==> config.mk <==
export PLATFORM = sky130hd
export DESIGN_NAME = circular_linked_queue
export DESIGN_NICKNAME = d
export VERILOG_FILES = /design/src/hdl/clq_pkg.sv /design/src/hdl/circular_linked_queue.sv /design/src/hdl/clq_ctrl.sv /design/src/hdl/clq_dp.sv
export SDC_FILE = /design/constraint.sdc
export NUM_CORES = 1
export LEC_CHECK = 0
export ABC_CLOCK_PERIOD_IN_PS = 2500
export BUFFER_PORTS_ARGS = -buffer_cell sky130_fd_sc_hd__buf_2
export CAP_MARGIN = 20
export CELL_PAD_IN_SITES_DETAIL_PLACEMENT = 0
export CELL_PAD_IN_SITES_GLOBAL_PLACEMENT = 1
export CORE_MARGIN = 10
export CORE_UTILIZATION = 50
export DETAILED_ROUTE_END_ITERATION = 12
export HOLD_SLACK_MARGIN = 0.02
export PLACE_DENSITY = 0.78
export SETUP_SLACK_MARGIN = 0.02
export SYNTH_ARGS = -nofsm -noshare
export SYNTH_HDL_FRONTEND = slang
export SYNTH_SLANG_ARGS = --single-unit
==> constraint.sdc <==
create_clock -name clk_i -period 2.5 [get_ports clk_i]
set_clock_uncertainty 0.15 [all_clocks]
set_input_delay 0.125 -clock clk_i [delete_from_list [all_inputs] [get_ports clk_i]]
set_output_delay 0.125 -clock clk_i [all_outputs]
set_load 0.1 [all_outputs]
==> src/hdl/clq_pkg.sv <==
// shared types and constants of the circular linked queue
`timescale 1ns / 1ps
package clq_pkg;

  localparam int PoolSize = 16;
  localparam int SlotW    = $clog2(PoolSize);
  localparam int CountW   = $clog2(PoolSize + 1);

  // action field of an input transaction
  localparam logic ActAppend = 1'b0;
  localparam logic ActRemove = 1'b1;

  typedef enum logic [1:0] {
    ST_OK       = 2'd0,
    ST_LINKED   = 2'd1,
    ST_EMPTY    = 2'd2,
    ST_UNLINKED = 2'd3
  } status_e;

  typedef enum logic [2:0] {
    OP_FAIL,
    OP_APPEND_FIRST,
    OP_APPEND,
    OP_REMOVE_LAST,
    OP_REMOVE
  } op_e;

  typedef enum logic [1:0] {
    S_IDLE,
    S_LINK,
    S_SPLICE,
    S_RESULT
  } state_e;

  typedef struct packed {
    logic             action;
    logic [SlotW-1:0] element;
  } clq_in_t;

  typedef struct packed {
    status_e           status;
    logic [SlotW-1:0]  head_index;
    logic [CountW-1:0] element_count;
    logic              queue_empty;
  } clq_out_t;

  // controller to datapath
  typedef struct packed {
    logic accept;
    logic link_wr;
    logic commit;
    logic splice_wr;
    logic result_ld;
  } clq_cmd_t;

  // datapath to controller
  typedef struct packed {
    op_e  op_new;
    op_e  op_held;
    logic out_free;
  } clq_stat_t;

endpackage

==> src/hdl/circular_linked_queue.sv <==
// top level of the circular linked queue
`timescale 1ns / 1ps
// One circular doubly linked queue over a pool of 16 element slots. Each input
// transaction appends a slot at the tail or unlinks a slot from anywhere in the
// queue and returns one result transaction: status, head slot, element count and
// empty flag as they stand afterwards. One transaction is worked on at a time:
// a refused transaction goes from accept straight to the result step, an append
// to an empty queue or a remove of the last element passes through the link
// step, any other append or remove through the link and splice steps, and the
// result may wait for the output register to free up. The splice step comes
// from the link memories: the neighbor links are read first, and each memory
// has one write port, so new element and neighbor links are written in separate
// cycles. Input is taken again once the result is loaded, even if not yet taken.
module circular_linked_queue
  import clq_pkg::*;
(
  input  logic     clk_i,
  input  logic     rst_ni,
  input  logic     in_valid_i,
  output logic     in_stall_o,
  input  clq_in_t  in_data_i,
  output logic     out_valid_o,
  input  logic     out_stall_i,
  output clq_out_t out_data_o
);

  clq_cmd_t  cmd;
  clq_stat_t stat;

  clq_ctrl u_ctrl (
    .clk_i      (clk_i),
    .rst_ni     (rst_ni),
    .in_valid_i (in_valid_i),
    .in_stall_o (in_stall_o),
    .stat_i     (stat),
    .cmd_o      (cmd)
  );

  clq_dp u_dp (
    .clk_i       (clk_i),
    .rst_ni      (rst_ni),
    .in_data_i   (in_data_i),
    .out_stall_i (out_stall_i),
    .out_valid_o (out_valid_o),
    .out_data_o  (out_data_o),
    .cmd_i       (cmd),
    .stat_o      (stat)
  );

endmodule

==> src/hdl/clq_ctrl.sv <==
// controller state machine of the circular linked queue
`timescale 1ns / 1ps
module clq_ctrl
  import clq_pkg::*;
(
  input  logic      clk_i,
  input  logic      rst_ni,
  input  logic      in_valid_i,
  output logic      in_stall_o,
  input  clq_stat_t stat_i,
  output clq_cmd_t  cmd_o
);

  state_e state_q, state_d;

  always_ff @(posedge clk_i or negedge rst_ni) begin
    if (!rst_ni) begin
      state_q <= S_IDLE;
    end else begin
      state_q <= state_d;
    end
  end

  always_comb begin
    state_d = state_q;
    case (state_q)
      S_IDLE: begin
        if (in_valid_i) begin
          state_d = (stat_i.op_new == OP_FAIL) ? S_RESULT : S_LINK;
        end
      end
      S_LINK: begin
        if (stat_i.op_held inside {OP_APPEND, OP_REMOVE}) begin
          state_d = S_SPLICE;
        end else begin
          state_d = S_RESULT;
        end
      end
      S_SPLICE: state_d = S_RESULT;
      S_RESULT: begin
        if (stat_i.out_free) begin
          state_d = S_IDLE;
        end
      end
      default: state_d = S_IDLE;
    endcase
  end

  always_comb begin
    cmd_o      = '0;
    in_stall_o = 1'b1;
    case (state_q)
      S_IDLE: begin
        in_stall_o   = 1'b0;
        cmd_o.accept = in_valid_i;
      end
      S_LINK: begin
        cmd_o.commit  = 1'b1;
        cmd_o.link_wr = stat_i.op_held inside {OP_APPEND_FIRST, OP_APPEND};
      end
      S_SPLICE: cmd_o.splice_wr = 1'b1;
      S_RESULT: cmd_o.result_ld = stat_i.out_free;
      default: ;
    endcase
  end

endmodule

==> src/hdl/clq_dp.sv <==
// datapath of the circular linked queue: link memories, flags, head, count, result
`timescale 1ns / 1ps
module clq_dp
  import clq_pkg::*;
(
  input  logic      clk_i,
  input  logic      rst_ni,
  input  clq_in_t   in_data_i,
  input  logic      out_stall_i,
  output logic      out_valid_o,
  output clq_out_t  out_data_o,
  input  clq_cmd_t  cmd_i,
  output clq_stat_t stat_o
);

  logic [SlotW-1:0] next_mem [PoolSize];
  logic [SlotW-1:0] prev_mem [PoolSize];
  logic [SlotW-1:0] next_rd_q, prev_rd_q;

  logic [PoolSize-1:0] linked_q;
  logic [SlotW-1:0]    head_q;
  logic [CountW-1:0]   count_q;

  logic             action_q;
  logic [SlotW-1:0] elem_q;
  op_e              op_q, op_d;
  status_e          status_q, status_d;

  logic     out_valid_q;
  clq_out_t out_q;

  // decode of the incoming transaction against the current queue
  logic in_pool, in_linked, count_zero;
  assign in_pool    = 32'(in_data_i.element) < PoolSize;
  assign in_linked  = in_pool && linked_q[in_data_i.element];
  assign count_zero = (count_q == '0);

  always_comb begin
    op_d     = OP_FAIL;
    status_d = ST_OK;
    if (in_data_i.action == ActAppend) begin
      if (in_linked || !in_pool) begin
        status_d = ST_LINKED;
      end else begin
        op_d = count_zero ? OP_APPEND_FIRST : OP_APPEND;
      end
    end else begin
      if (count_zero) begin
        status_d = ST_EMPTY;
      end else if (!in_linked) begin
        status_d = ST_UNLINKED;
      end else begin
        op_d = (count_q == CountW'(1)) ? OP_REMOVE_LAST : OP_REMOVE;
      end
    end
  end

  always_ff @(posedge clk_i) begin
    if (cmd_i.accept) begin
      action_q <= in_data_i.action;
      elem_q   <= in_data_i.element;
      status_q <= status_d;
    end
  end

  always_ff @(posedge clk_i or negedge rst_ni) begin
    if (!rst_ni) begin
      op_q <= OP_FAIL;
    end else if (cmd_i.accept) begin
      op_q <= op_d;
    end
  end

  // append reads the tail (prev of head), remove reads both links of the element
  logic [SlotW-1:0] prev_raddr;
  assign prev_raddr = (in_data_i.action == ActRemove) ? in_data_i.element : head_q;

  // one write port per link memory, shared by the link and splice steps
  logic             mem_we;
  logic [SlotW-1:0] nx_waddr, nx_wdata, pv_waddr, pv_wdata;
  logic             first;
  assign first  = (op_q == OP_APPEND_FIRST);
  assign mem_we = cmd_i.link_wr || cmd_i.splice_wr;

  always_comb begin
    if (cmd_i.link_wr) begin
      nx_waddr = elem_q;
      nx_wdata = first ? elem_q : head_q;
      pv_waddr = elem_q;
      pv_wdata = first ? elem_q : prev_rd_q;
    end else if (action_q == ActAppend) begin
      // append: tail.next and head.prev point at the new element
      nx_waddr = prev_rd_q;
      nx_wdata = elem_q;
      pv_waddr = head_q;
      pv_wdata = elem_q;
    end else begin
      // remove: neighbors point at each other
      nx_waddr = prev_rd_q;
      nx_wdata = next_rd_q;
      pv_waddr = next_rd_q;
      pv_wdata = prev_rd_q;
    end
  end

  always_ff @(posedge clk_i) begin
    if (mem_we) begin
      next_mem[nx_waddr] <= nx_wdata;
      prev_mem[pv_waddr] <= pv_wdata;
    end
    if (cmd_i.accept) begin
      next_rd_q <= next_mem[in_data_i.element];
      prev_rd_q <= prev_mem[prev_raddr];
    end
  end

  always_ff @(posedge clk_i or negedge rst_ni) begin
    if (!rst_ni) begin
      linked_q <= '0;
      head_q   <= '0;
      count_q  <= '0;
    end else if (cmd_i.commit) begin
      case (op_q)
        OP_APPEND_FIRST: begin
          linked_q[elem_q] <= 1'b1;
          head_q           <= elem_q;
          count_q          <= count_q + CountW'(1);
        end
        OP_APPEND: begin
          linked_q[elem_q] <= 1'b1;
          count_q          <= count_q + CountW'(1);
        end
        OP_REMOVE_LAST: begin
          linked_q[elem_q] <= 1'b0;
          head_q           <= '0;
          count_q          <= '0;
        end
        OP_REMOVE: begin
          linked_q[elem_q] <= 1'b0;
          count_q          <= count_q - CountW'(1);
          if (elem_q == head_q) begin
            head_q <= next_rd_q;
          end
        end
        default: ;
      endcase
    end
  end

  logic out_free;
  assign out_free = !out_valid_q || !out_stall_i;

  always_ff @(posedge clk_i or negedge rst_ni) begin
    if (!rst_ni) begin
      out_valid_q <= 1'b0;
    end else if (cmd_i.result_ld) begin
      out_valid_q <= 1'b1;
    end else if (!out_stall_i) begin
      out_valid_q <= 1'b0;
    end
  end

  always_ff @(posedge clk_i) begin
    if (cmd_i.result_ld) begin
      out_q.status        <= status_q;
      out_q.head_index    <= head_q;
      out_q.element_count <= count_q;
      out_q.queue_empty   <= count_zero;
    end
  end

  assign out_valid_o     = out_valid_q;
  assign out_data_o      = out_q;
  assign stat_o.op_new   = op_d;
  assign stat_o.op_held  = op_q;
  assign stat_o.out_free = out_free;

endmodule
==> Word-level counts from Yosys, hierarchy flattened <==
Memory sizes are Yosys's and may differ from the RTL's. A register that Yosys moved wholly into a read port is not among the register bits.
Index checks and enable logic that the tools add are counted.
{ "totals": {"ff_bits": 50, "ram_bits": 128, "inputBits": 9, "output_inout_bits": 14, "word_cells": 97, "mem_count": 2} }
{ "mem_list": {"columns": ["name", "depth", "word_bits", "rd", "rd_clocked_by_memory_dff", "write_ports", "line_no", "rtl"], "rows": [
  ["u_dp.next_mem", 16, 4, 1, 1, 1, "clq_dp.sv:16", "logic [SlotW-1:0] next_mem [PoolSize];"],
  ["u_dp.prev_mem", 16, 4, 1, 1, 1, "clq_dp.sv:17", "logic [SlotW-1:0] prev_mem [PoolSize];"]
]} }
{ "op_classes": {"addsub": 2, "magnitude_cmp": 3, "n_eq_ne": 13, "mux": 42, "bitwise_logic": 3, "reduce_logical": 19} }
{ "ops": {"columns": ["op", "count"], "rows": [
  ["4-bit 2-to-1 mux", 11],
  ["16-bit one-hot mux with 2 select lines", 1],
  ["2-bit 2-to-1 mux", 9],
  ["16-bit bitwise AND", 1],
  ["16-bit NOT", 1],
  ["16-bit OR", 1],
  ["5-bit one-hot mux with 3 select lines", 1],
  ["1-bit 2-to-1 mux", 12],
  ["3-bit 2-to-1 mux", 4],
  ["4-bit one-hot mux with 3 select lines", 1],
  ["4-bit by 5-bit less-than comparator with 1-bit output, second input constant", 2],
  ["2-bit one-hot mux with 4 select lines", 1],
  ["3-bit by 2-bit == test with 1-bit output, second input constant", 2],
  ["2-bit by 1-bit != test with 1-bit output, second input constant", 3],
  ["2-bit AND reduction", 3],
  ["2-bit nonzero test", 3],
  ["3-bit nonzero test", 2],
  ["5-bit by 1-bit adder with 5-bit output, second input constant", 1],
  ["5-bit by 1-bit == test with 1-bit output, second input constant", 1],
  ["5-bit logical NOT", 1],
  ["5-bit by 1-bit subtractor with 5-bit output, second input constant", 1],
  ["1-bit binary-select mux with 4-bit select", 1],
  ["1-bit demux with 4-bit select", 1],
  ["2-bit == test, second input constant", 2],
  ["13 further kinds", 16]
]} }

==> Logic depth before layout (Yosys ltp) <==
Gate-level depths: netlist of the first run.
{ "logic_depth": {"ltp_word": 9, "mapped_depth": 8, "ltp_nobuf": 7} }

==> Modules after synthesis <==
From an unflattened synthesis of the first run, not the netlist that was laid out.
{ "unflattened": {"hier_cells": 545, "area_unflattened_um2": 8290.5} }
{ "modules_own_cells": {"columns": ["mod", "n_inst", "cells_each", "area_per_inst_um2", "seq_area_each_um2"], "rows": [
  ["clq_dp", 1, 519, 8059.0, 5380.2],
  ["clq_ctrl", 1, 26, 231.5, 50.0]
]} }

==> Worst setup path before layout of the first run <==
Ideal clock, no wire load.
{ "synth_timing": {"path_kind": "register -> register", "start": "reg u_dp.out_valid_q (netlist: u_dp.out_valid_o)", "end": "reg u_dp.out_q, in the netlist u_dp.out_data_o[0], enable pin", "setup_ns": 0.400, "t_arrival_ns": 1.840, "required_time_ns": 1.950, "setup_slack_ns": 0.110, "stages_incl_launch_ff": 2, "n_path_buf": 0, "period_less_slack_ns": 2.390, "path_cell_list": "dfrtp_1 > a21boi_0"} }
{ "synth_lines": {"columns": ["item", "line_no", "rtl"], "rows": [
  ["from (decl)", "clq_dp.sv:29", "logic out_valid_q;"],
  ["from (signal assigned)", "clq_dp.sv:155", "out_valid_q <= 1'b0;"],
  ["from (signal assigned)", "clq_dp.sv:157", "out_valid_q <= 1'b1;"],
  ["from (signal assigned)", "clq_dp.sv:159", "out_valid_q <= 1'b0;"],
  ["to (decl)", "clq_dp.sv:30", "clq_out_t out_q;"]
]} }

==> Worst setup path after layout of the first run <==
{ "layout_timing": {"start": "reg u_ctrl.state_q[1]", "end": "mem u_dp.next_mem[6][0] (netlist bit), enable pin"} }
{ "layout_via": {"elab_chain_len": 5, "elab_cells_between_ends": 8, "classes_between": "eq/ne: 2; mux: 5; reduce/logical: 1"} }
{ "layout_lines": {"columns": ["item", "line_no", "rtl"], "rows": [
  ["from (decl)", "clq_ctrl.sv:14", "state_e state_q, state_d;"],
  ["from (signal assigned)", "clq_ctrl.sv:20", "state_q <= state_d;"],
  ["2-bit by 1-bit == test with 1-bit output / 2-bit == test (equally long branches)", "clq_ctrl.sv:52", "case (state_q)"],
  ["2-bit 2-to-1 mux / 1-bit 2-to-1 mux (equally long branches)", "clq_ctrl.sv:52", null],
  ["1-bit logical OR", "clq_dp.sv:83", "assign mem_we = cmd_i.link_wr || cmd_i.splice_wr;"],
  ["1-bit 2-to-1 mux", "clq_dp.sv:107", "if (mem_we) begin"],
  ["1-bit 2-to-1 mux (not written as such)", "clq_dp.sv:108", "next_mem[nx_waddr] <= nx_wdata;"],
  ["to (decl)", "clq_dp.sv:16", null]
]} }
Parallel ways exist; a longest one is shown, timed or not.

==> results.yml, run 1 <==
synthesis:
  synth-seq-area-share_pct: 66.0
  synthFlopType: "edfxtp_1"
  yosysTopAreaCell: "edfxtp_1"
  yosysTopAreaCellShare_pct: 56.6
  yosysWarnings: 0
  synth_area_leaders: "edfxtp_1 57%, mux4_2 10%, dfrtp_1 9.4%"
  synthCells: 525
  synth.most_common_cell: "edfxtp_1"
  async_flop_share_pct: 16.7
  synth.avg_cell_area_sq_um: 15.7
  yosys.cell_types.count: 52
  ys_ff_latch: 186
  syn_area_sq_um: 8230
  synth_nets: 543
  synth_edf_count: 155
  synth.top_cells.by_count: "155 x edfxtp_1, 56 x nor2_1, 38 x mux4_2, 32 x nand2_1, 31 x dfrtp_1"
layout:
  syn2layout_area_growth_pct: 15.1
  instances_no_fill: 805
  diodes: 0
  final_nets: 594
  drive_gt1_share_pct: 32.4
  postLayoutCoreUtil_pct: 59.2
worst_setup_path:
  cp_max_fo: 8
  path_delay_family: "simple AND/OR/NAND/NOR gates"
  path_class: "flop to flop"
  crit_path_max_incr_delay_ns: 0.41
  crit_buf_inv: 2
  startpoint_type: "flop"
  arrival_ns: 2.42
  crit_path_cell_trace: "inv_1 > ha_1 > nor2b_1 > buf_4 > nand2b_2 > and2_2 > a21oi_1 > nor2_2"
  critPathCaptureType: "flop"
  worst_path_max_delay_cell: "a21oi_1"
  required_ns: 2.51
sta:
  finalHoldViolCount: 0
  holdWs_ns: 0.0598
  drv_slew: 0
  fin_ws_ns: 0.0902
  fin_crit_ns: 2.41
  maxSlewHeadroom_pct: 50.3
  tightestPinTransition_ns: 0.745
  setup_viol: 0
  rsz0062_at_grt: "yes"
  max_freq_mhz: 415
  finalCritPeriodShare_pct: 96.4
placement:
  port_buffers: 22
  dp.cells: 768
  dp_slack_ns: -0.0147
  gp_congestion: 0.886
  hpwl_mm: 12.0
detailed_routing:
  viasPerCell: 5.81
  ant_nets: 0
  vias: 4677
  routed_wl_mm: 17.3
  firstDrtPassIters: 5
  drt-wirelength-per-cell_um: 21.4
  drt_iter0_drc: 345
  drc_errors: 0
pwr:
  power_density_nw_per_um2: 1130
  power.total_mw: 10.7
  ir_worst_vdd_mv: 0.878
  power_leakage_nw: 3.29
clock_tree:
  cts_max_path_buffers: 2
  clock_latency_ns: 0.43
  root_buffer: "clkbuf_16"
  cts_tree: "done"
  cts-buffers-inserted: 17
  worst_setup_hold_path_clk_slew_ns: 0.07
  htreeDepth: 4
  cts_sinks: 186
global_route:
  grt_pass1_vias: 4784
  antenna_found_initial: 0
  grt_max_degree: 32
  grtUsageMet3_pct: 4.31
  grt_pass1_wl_mm: 27.5
  track_usage_pct: 16.3
  top_usage_layer: "met2"
  grt_overflow: 0
  grt.met1_usage_pct: 21.4
  use_met2_pct: 25.6
floorplanning:
  die_area_sq_um: 22000
  die_width_um: 148
  die_y_um: 148
  io_pins: 23
  initial_core_util_pct: 51.4
  rows: 46
  core_sq_um: 16000
status:
  status: "finished, final reports clean"
hold_path:
  hp-class: "input pin to flop"
flow_run:
  drv_cap: 0
==> where the power goes <==
part	total, mW	switching, mW	internal [mW]
registers	4.53	0.336	4.20
clock network	2.54	1.22	1.31
logic	3.61	2.37	1.24
total	10.7	3.93	6.75
==> metal layers <==
layer  part of all wire [%]  vias to the layer above
li1                       -                     2150
met1                     44                     2382
met2                     48                      120
met3                    6.3                       25
met4                    1.9                        0
met5                      0                        -
==> cell usage in the layout (no fill, tap or decap), drive strengths merged, types with 3 or more instances in the layout <==
| master | instances |
|---|---|
| a211oi | 5 |
| a21oi | 23 |
| a22o | 6 |
| a31oi | 5 |
| and2 | 5 |
| buf | 50 |
| clkbuf | 17 |
| clkinv | 7 |
| dfrtp | 31 |
| dlygate4sd3 | 5 |
| edfxtp | 155 |
| ha | 9 |
| inv | 15 |
| mux2 | 23 |
| mux2i | 16 |
| mux4 | 40 |
| nand2 | 32 |
| nand2b | 5 |
| nand3 | 10 |
| nor2 | 56 |
| nor2b | 13 |
| nor3 | 8 |
| nor3b | 3 |
| o21ai | 12 |
| o22ai | 5 |
| o31ai | 4 |
| or3 | 3 |
| xnor2 | 4 |
==> flip-flops by register name, indices dropped and copies added (netlist names), 3 cells and up, named ones only <==
register / count
u_dp.count_q: 5
u_dp.elem_q: 4
u_dp.head_q: 4
u_dp.next_mem: 64
u_dp.next_rd_q: 4
u_dp.op_q: 3
u_dp.out_data_o: 12
u_dp.prev_mem: 64
u_dp.prev_rd_q: 4
==> layout make-up <==
type / count / area (sq um)
fill: 1217 / 6530
sequential: 186 / 5430
multi-input combinational: 308 / 2780
clock buffer: 17 / 425
timing repair buffer: 55 / 395
tap: 216 / 270
clock inverter: 15 / 135
inverter: 8 / 30.0
==> repair_timing <==
item                                   CTS  global route
setup endpoints to repair              100           143
hold buffers                             5             0
setup buffers                            0             0
endpoints found under the hold margin   38             0
pin swaps                                0             2
cloned                                   0             0
gates resized for setup                 13            31
==> per-stage QoR <==
stage | instance area (sq um) | TNS, ns
after floorplan | 8230 | 0
after global placement | 8720 | -0.0220
after detailed placement | 8720 | -0.399
after CTS | 9370 | -0.0402
after global routing | 9470 | -0.0536
final | 9470 | 0
==> final timing paths <==
kind	to	start	depth (start not counted)	slack (ns)
worst max-delay path	u_dp.next_mem[6][0]	u_ctrl.state_q[1]	8	0.09
worst min register to register	u_dp.out_data_o[10]	u_dp.status_q[0]	0	0.28
min in group asynchronous	async pin	rst_ni	2	0.14
worst min-delay path	u_dp.elem_q[0]	in_data_i[0]	2	0.06
max in group asynchronous	u_dp.op_q[2]	rst_ni	2	1.54
worst max register to register	u_dp.next_mem[6][0]	u_ctrl.state_q[1]	8	0.09
==> logic make-up after synthesis <==
group                    share of synthesized area, %
AO/OA/AOI/OAI                                    5.75
AND/OR/NAND/NOR                                  8.02
XOR/XNOR                                        0.639
multiplexers                                     16.3
flip-flops                                       66.0
adder cells (fa/ha/maj)                          1.37
buffers and inverters                            1.87
Note: power is estimated with default switching activity, not from simulation.
==> inputs of run 2 (changes only) <==
--- a/config.mk
+++ b/config.mk
@@ -5,6 +5,7 @@
 export SDC_FILE = /design/constraint.sdc
 export NUM_CORES = 1
 export LEC_CHECK = 0
+export ABC_AREA = 1
 export ABC_CLOCK_PERIOD_IN_PS = 2500
 export BUFFER_PORTS_ARGS = -buffer_cell sky130_fd_sc_hd__buf_2
 export CAP_MARGIN = 20
@@ -14,7 +15,7 @@
 export CORE_UTILIZATION = 50
 export DETAILED_ROUTE_END_ITERATION = 12
 export HOLD_SLACK_MARGIN = 0.02
-export PLACE_DENSITY = 0.78
+export PLACE_DENSITY = 0.82
 export SETUP_SLACK_MARGIN = 0.02
 export SYNTH_ARGS = -nofsm -noshare
 export SYNTH_HDL_FRONTEND = slang
==> run 2 against run 1 <==
  * Setup slack worse by 0.00091 ns
  * Non-clock buffer count increased by 14
  * Utilization decreased by 1.1 points
  * Sequential share of layout area decreased by 0.39 points
  * Power down 1.6%
  * Area after synthesis increased by 0.91%
  * Sequential power decreased by 1%
  * Clock-buffer cell count grew 4
  * Wire length is 16% higher
  * Hold slack gained 0.091 ns
  * Global-route usage rose by 1.7 points
  * Via count up 29%
==> results.yml, run 2 <==
detailed_routing:
  viasPerCell: 5.69
  firstDrtPassIters: 5
  routed_wl_mm: 20.0
  vias: 6015
  drc_errors: 0
  ant_nets: 0
  drt_iter0_drc: 469
  drt-wirelength-per-cell_um: 18.9
synthesis:
  synth-xor-area-share_pct: 0.317
  synth.avg_cell_area_sq_um: 10.8
  synth-adder-area-share_pct: 1.36
  synth-seq-area-share_pct: 65.4
  yosysWarnings: 0
  synth_area_leaders: "edfxtp_1 56%, dfrtp_1 9.3%, o21ai_0 5.4%"
  synth-compound-area-share_pct: 13.7
  synth-simple-area-share_pct: 14.5
  async_flop_share_pct: 16.7
  ys_ff_latch: 186
  syn_area_sq_um: 8300
  yosysTopAreaCell: "edfxtp_1"
  yosysTopAreaCellShare_pct: 56.1
  synth.top_cells.by_count: "155 x edfxtp_1, 114 x nor2_1, 107 x nand2_1, 89 x o21ai_0, 60 x inv_1"
  synth_edf_count: 155
  synth_top_family_by_area: "simple AND/OR/NAND/NOR gates"
  synthFlopType: "edfxtp_1"
  synthCells: 768
  yosys.cell_types.count: 32
  synthMuxAreaShare_pct: 0
  synth.most_common_cell: "edfxtp_1"
  synth_nets: 786
pwr:
  ir_worst_vdd_mv: 0.763
  power_leakage_nw: 3.58
  power_density_nw_per_um2: 1100
global_route:
  antenna_found_initial: 0
  grt_overflow: 0
  grt_pass1_vias: 5869
  track_usage_pct: 18.1
  grt_pass1_wl_mm: 31.2
  grt_max_degree: 44
clock_tree:
  worst_setup_hold_path_clk_slew_ns: 0.06
  cts-buffers-inserted: 17
  cts_max_path_buffers: 2
  clock_latency_ns: 0.43
  cts_sinks: 186
  cts_tree: "done"
  root_buffer: "clkbuf_16"
  htreeDepth: 4
layout:
  drive_gt1_share_pct: 16.2
  regArea_sq_um: 5430
  multi_input_area_sq_um: 2550
  instances_no_fill: 1058
  final_common_cell: "edfxtp_1"
  final_cell_mix: "155 x edfxtp_1, 107 x nand2_1, 91 x nor2_1"
  n_fill_cell: 1374
  diodes: 0
  final_nets: 843
  syn2layout_area_growth_pct: 14.8
  postLayoutCoreUtil_pct: 58.1
hold_path:
  hp-class: "input pin to async pin"
sta:
  holdWs_ns: 0.150
  fin_crit_ns: 2.41
  maxSlewHeadroom_pct: 49.2
  max_freq_mhz: 415
  finalHoldViolCount: 0
  setup_viol: 0
  tightestPinTransition_ns: 0.762
  drv_slew: 0
  rsz0062_at_grt: "yes"
  fin_ws_ns: 0.0893
  finalCritPeriodShare_pct: 96.4
worst_setup_path:
  worst_path_max_delay_cell: "dfrtp_1"
  required_ns: 2.46
  startpoint_type: "flop"
  crit_path_cell_trace: "inv_1 > nand3_2 > a21boi_4 > buf_4 > nand2_1 > nand3_1 > nand3_1 > nor2_2"
  cp_max_fo: 5
  path_class: "flop to flop"
  critPathMostFrequentCell: "nand3_1"
  critPathCaptureType: "flop"
  crit_path_max_incr_delay_ns: 0.42
  arrival_ns: 2.37
placement:
  dp.cells: 1016
  dp_slack_ns: 0.106
  hpwl_mm: 13.5
  gp_congestion: 0.906
  port_buffers: 22
floorplanning:
  io_pins: 23
  die_width_um: 149
  initial_core_util_pct: 50.6
  core_sq_um: 16400
  rows: 47
  die_y_um: 149
  die_area_sq_um: 22200
flow_run:
  drv_cap: 0
status:
  status: "finished, final reports clean"
-- run 2: cell types whose count changed after synthesis, sizes merged, moves of 7 or more --
| cell | change |
|---|---|
| nor2b | -13 |
| mux2i | -16 |
| mux2 | -23 |
| nand3 | +38 |
| a31oi | +13 |
| inv | +58 |
| nor2 | +60 |
| o211ai | +7 |
| nand2 | +76 |
| o21ai | +82 |
| o221ai | +23 |
| mux4 | -40 |
-- run 2: timing repair --
| item | CTS | global route |
|---|---|---|
| hold buffers | 7 | 0 |
| setup endpoints to repair | 0 | 92 |
| hold endpoints to repair | 41 | 0 |
| resized for setup | 0 | 28 |
| buffers inserted | 0 | 2 |
-- run 2: cells by family (layout without fill, tap and decap cells) --
logic type / after synthesis / after routing
AND/OR/NAND/NOR: 284 / 284
AO/OA/AOI/OAI: 188 / 188
flip-flops: 186 / 186
buffers and inverters: 98 / 168
adder cells (fa/ha/maj): 9 / 9
XOR/XNOR: 3 / 3
-- run 2: per-stage QoR --
| step | instance area, sq um | power (mW) | setup TNS, ns |
|---|---|---|---|
| 2_1_floorplan | 8300 | 6.86 | -19.58 |
| 3_3_place_gp | 8820 | 7.84 | 0 |
| 3_5_place_dp | 8820 | 7.94 | 0 |
| 4_1_cts | 9430 | 10.4 | 0 |
| 5_1_grt | 9530 | 11.1 | -2.64 |
| 6_report | 9530 | 10.5 | 0 |
-- run 2: path summary, 6_finish.rpt --
path / from / endpoint / slack (ns) / cells past startpoint
worst max-delay path: u_dp.op_q[1] / u_dp.prev_mem[13][3] / 0.09 / 8
worst min-delay path: rst_ni / async pin / 0.15 / 2
worst max register to register: u_dp.op_q[1] / u_dp.prev_mem[13][3] / 0.09 / 8
worst min register to register: u_dp.status_q[0] / u_dp.out_data_o[10] / 0.28 / 0
max in group asynchronous: rst_ni / u_ctrl.state_q[0] / 1.56 / 2
min in group clk_i: in_data_i[0] / u_dp.elem_q[0] / 0.15 / 2
-- run 2: area by class of cell --
type                    instances  area share (%)
flip-flops and latches        186            57.0
well taps                     220            2.89
clock buffers                  21            4.62
clock inverters                11            1.02
multi-input cells             484            26.7
repair buffers                 69            5.04
repair inverters                1          0.0788
inverters                      66            2.64
-- run 2: routing by layer --
metal / vias up / track usage (%) / routed length (um)
met5: - / 0 / 0
li1: 2849 / - / -
met4: 0 / 6.43 / 318
met3: 24 / 3.73 / 1290
met2: 213 / 29.2 / 9670
met1: 2929 / 23.7 / 8680
-- run 2: worst max-delay path: cells and delay by family (launching register included) --
kind	cells	cell delay (ns)
flip-flops	1	0.42
AND/OR/NAND/NOR	5	0.97
AO/OA/AOI/OAI	1	0.24
buffers and inverters	2	0.31
-- run 2: report_power, final --
group	total, mW	switching [mW]	internal, mW
sequential	4.48	0.286	4.19
combinational	3.54	2.64	0.904
clock	2.49	1.12	1.37
total	10.5	4.04	6.46
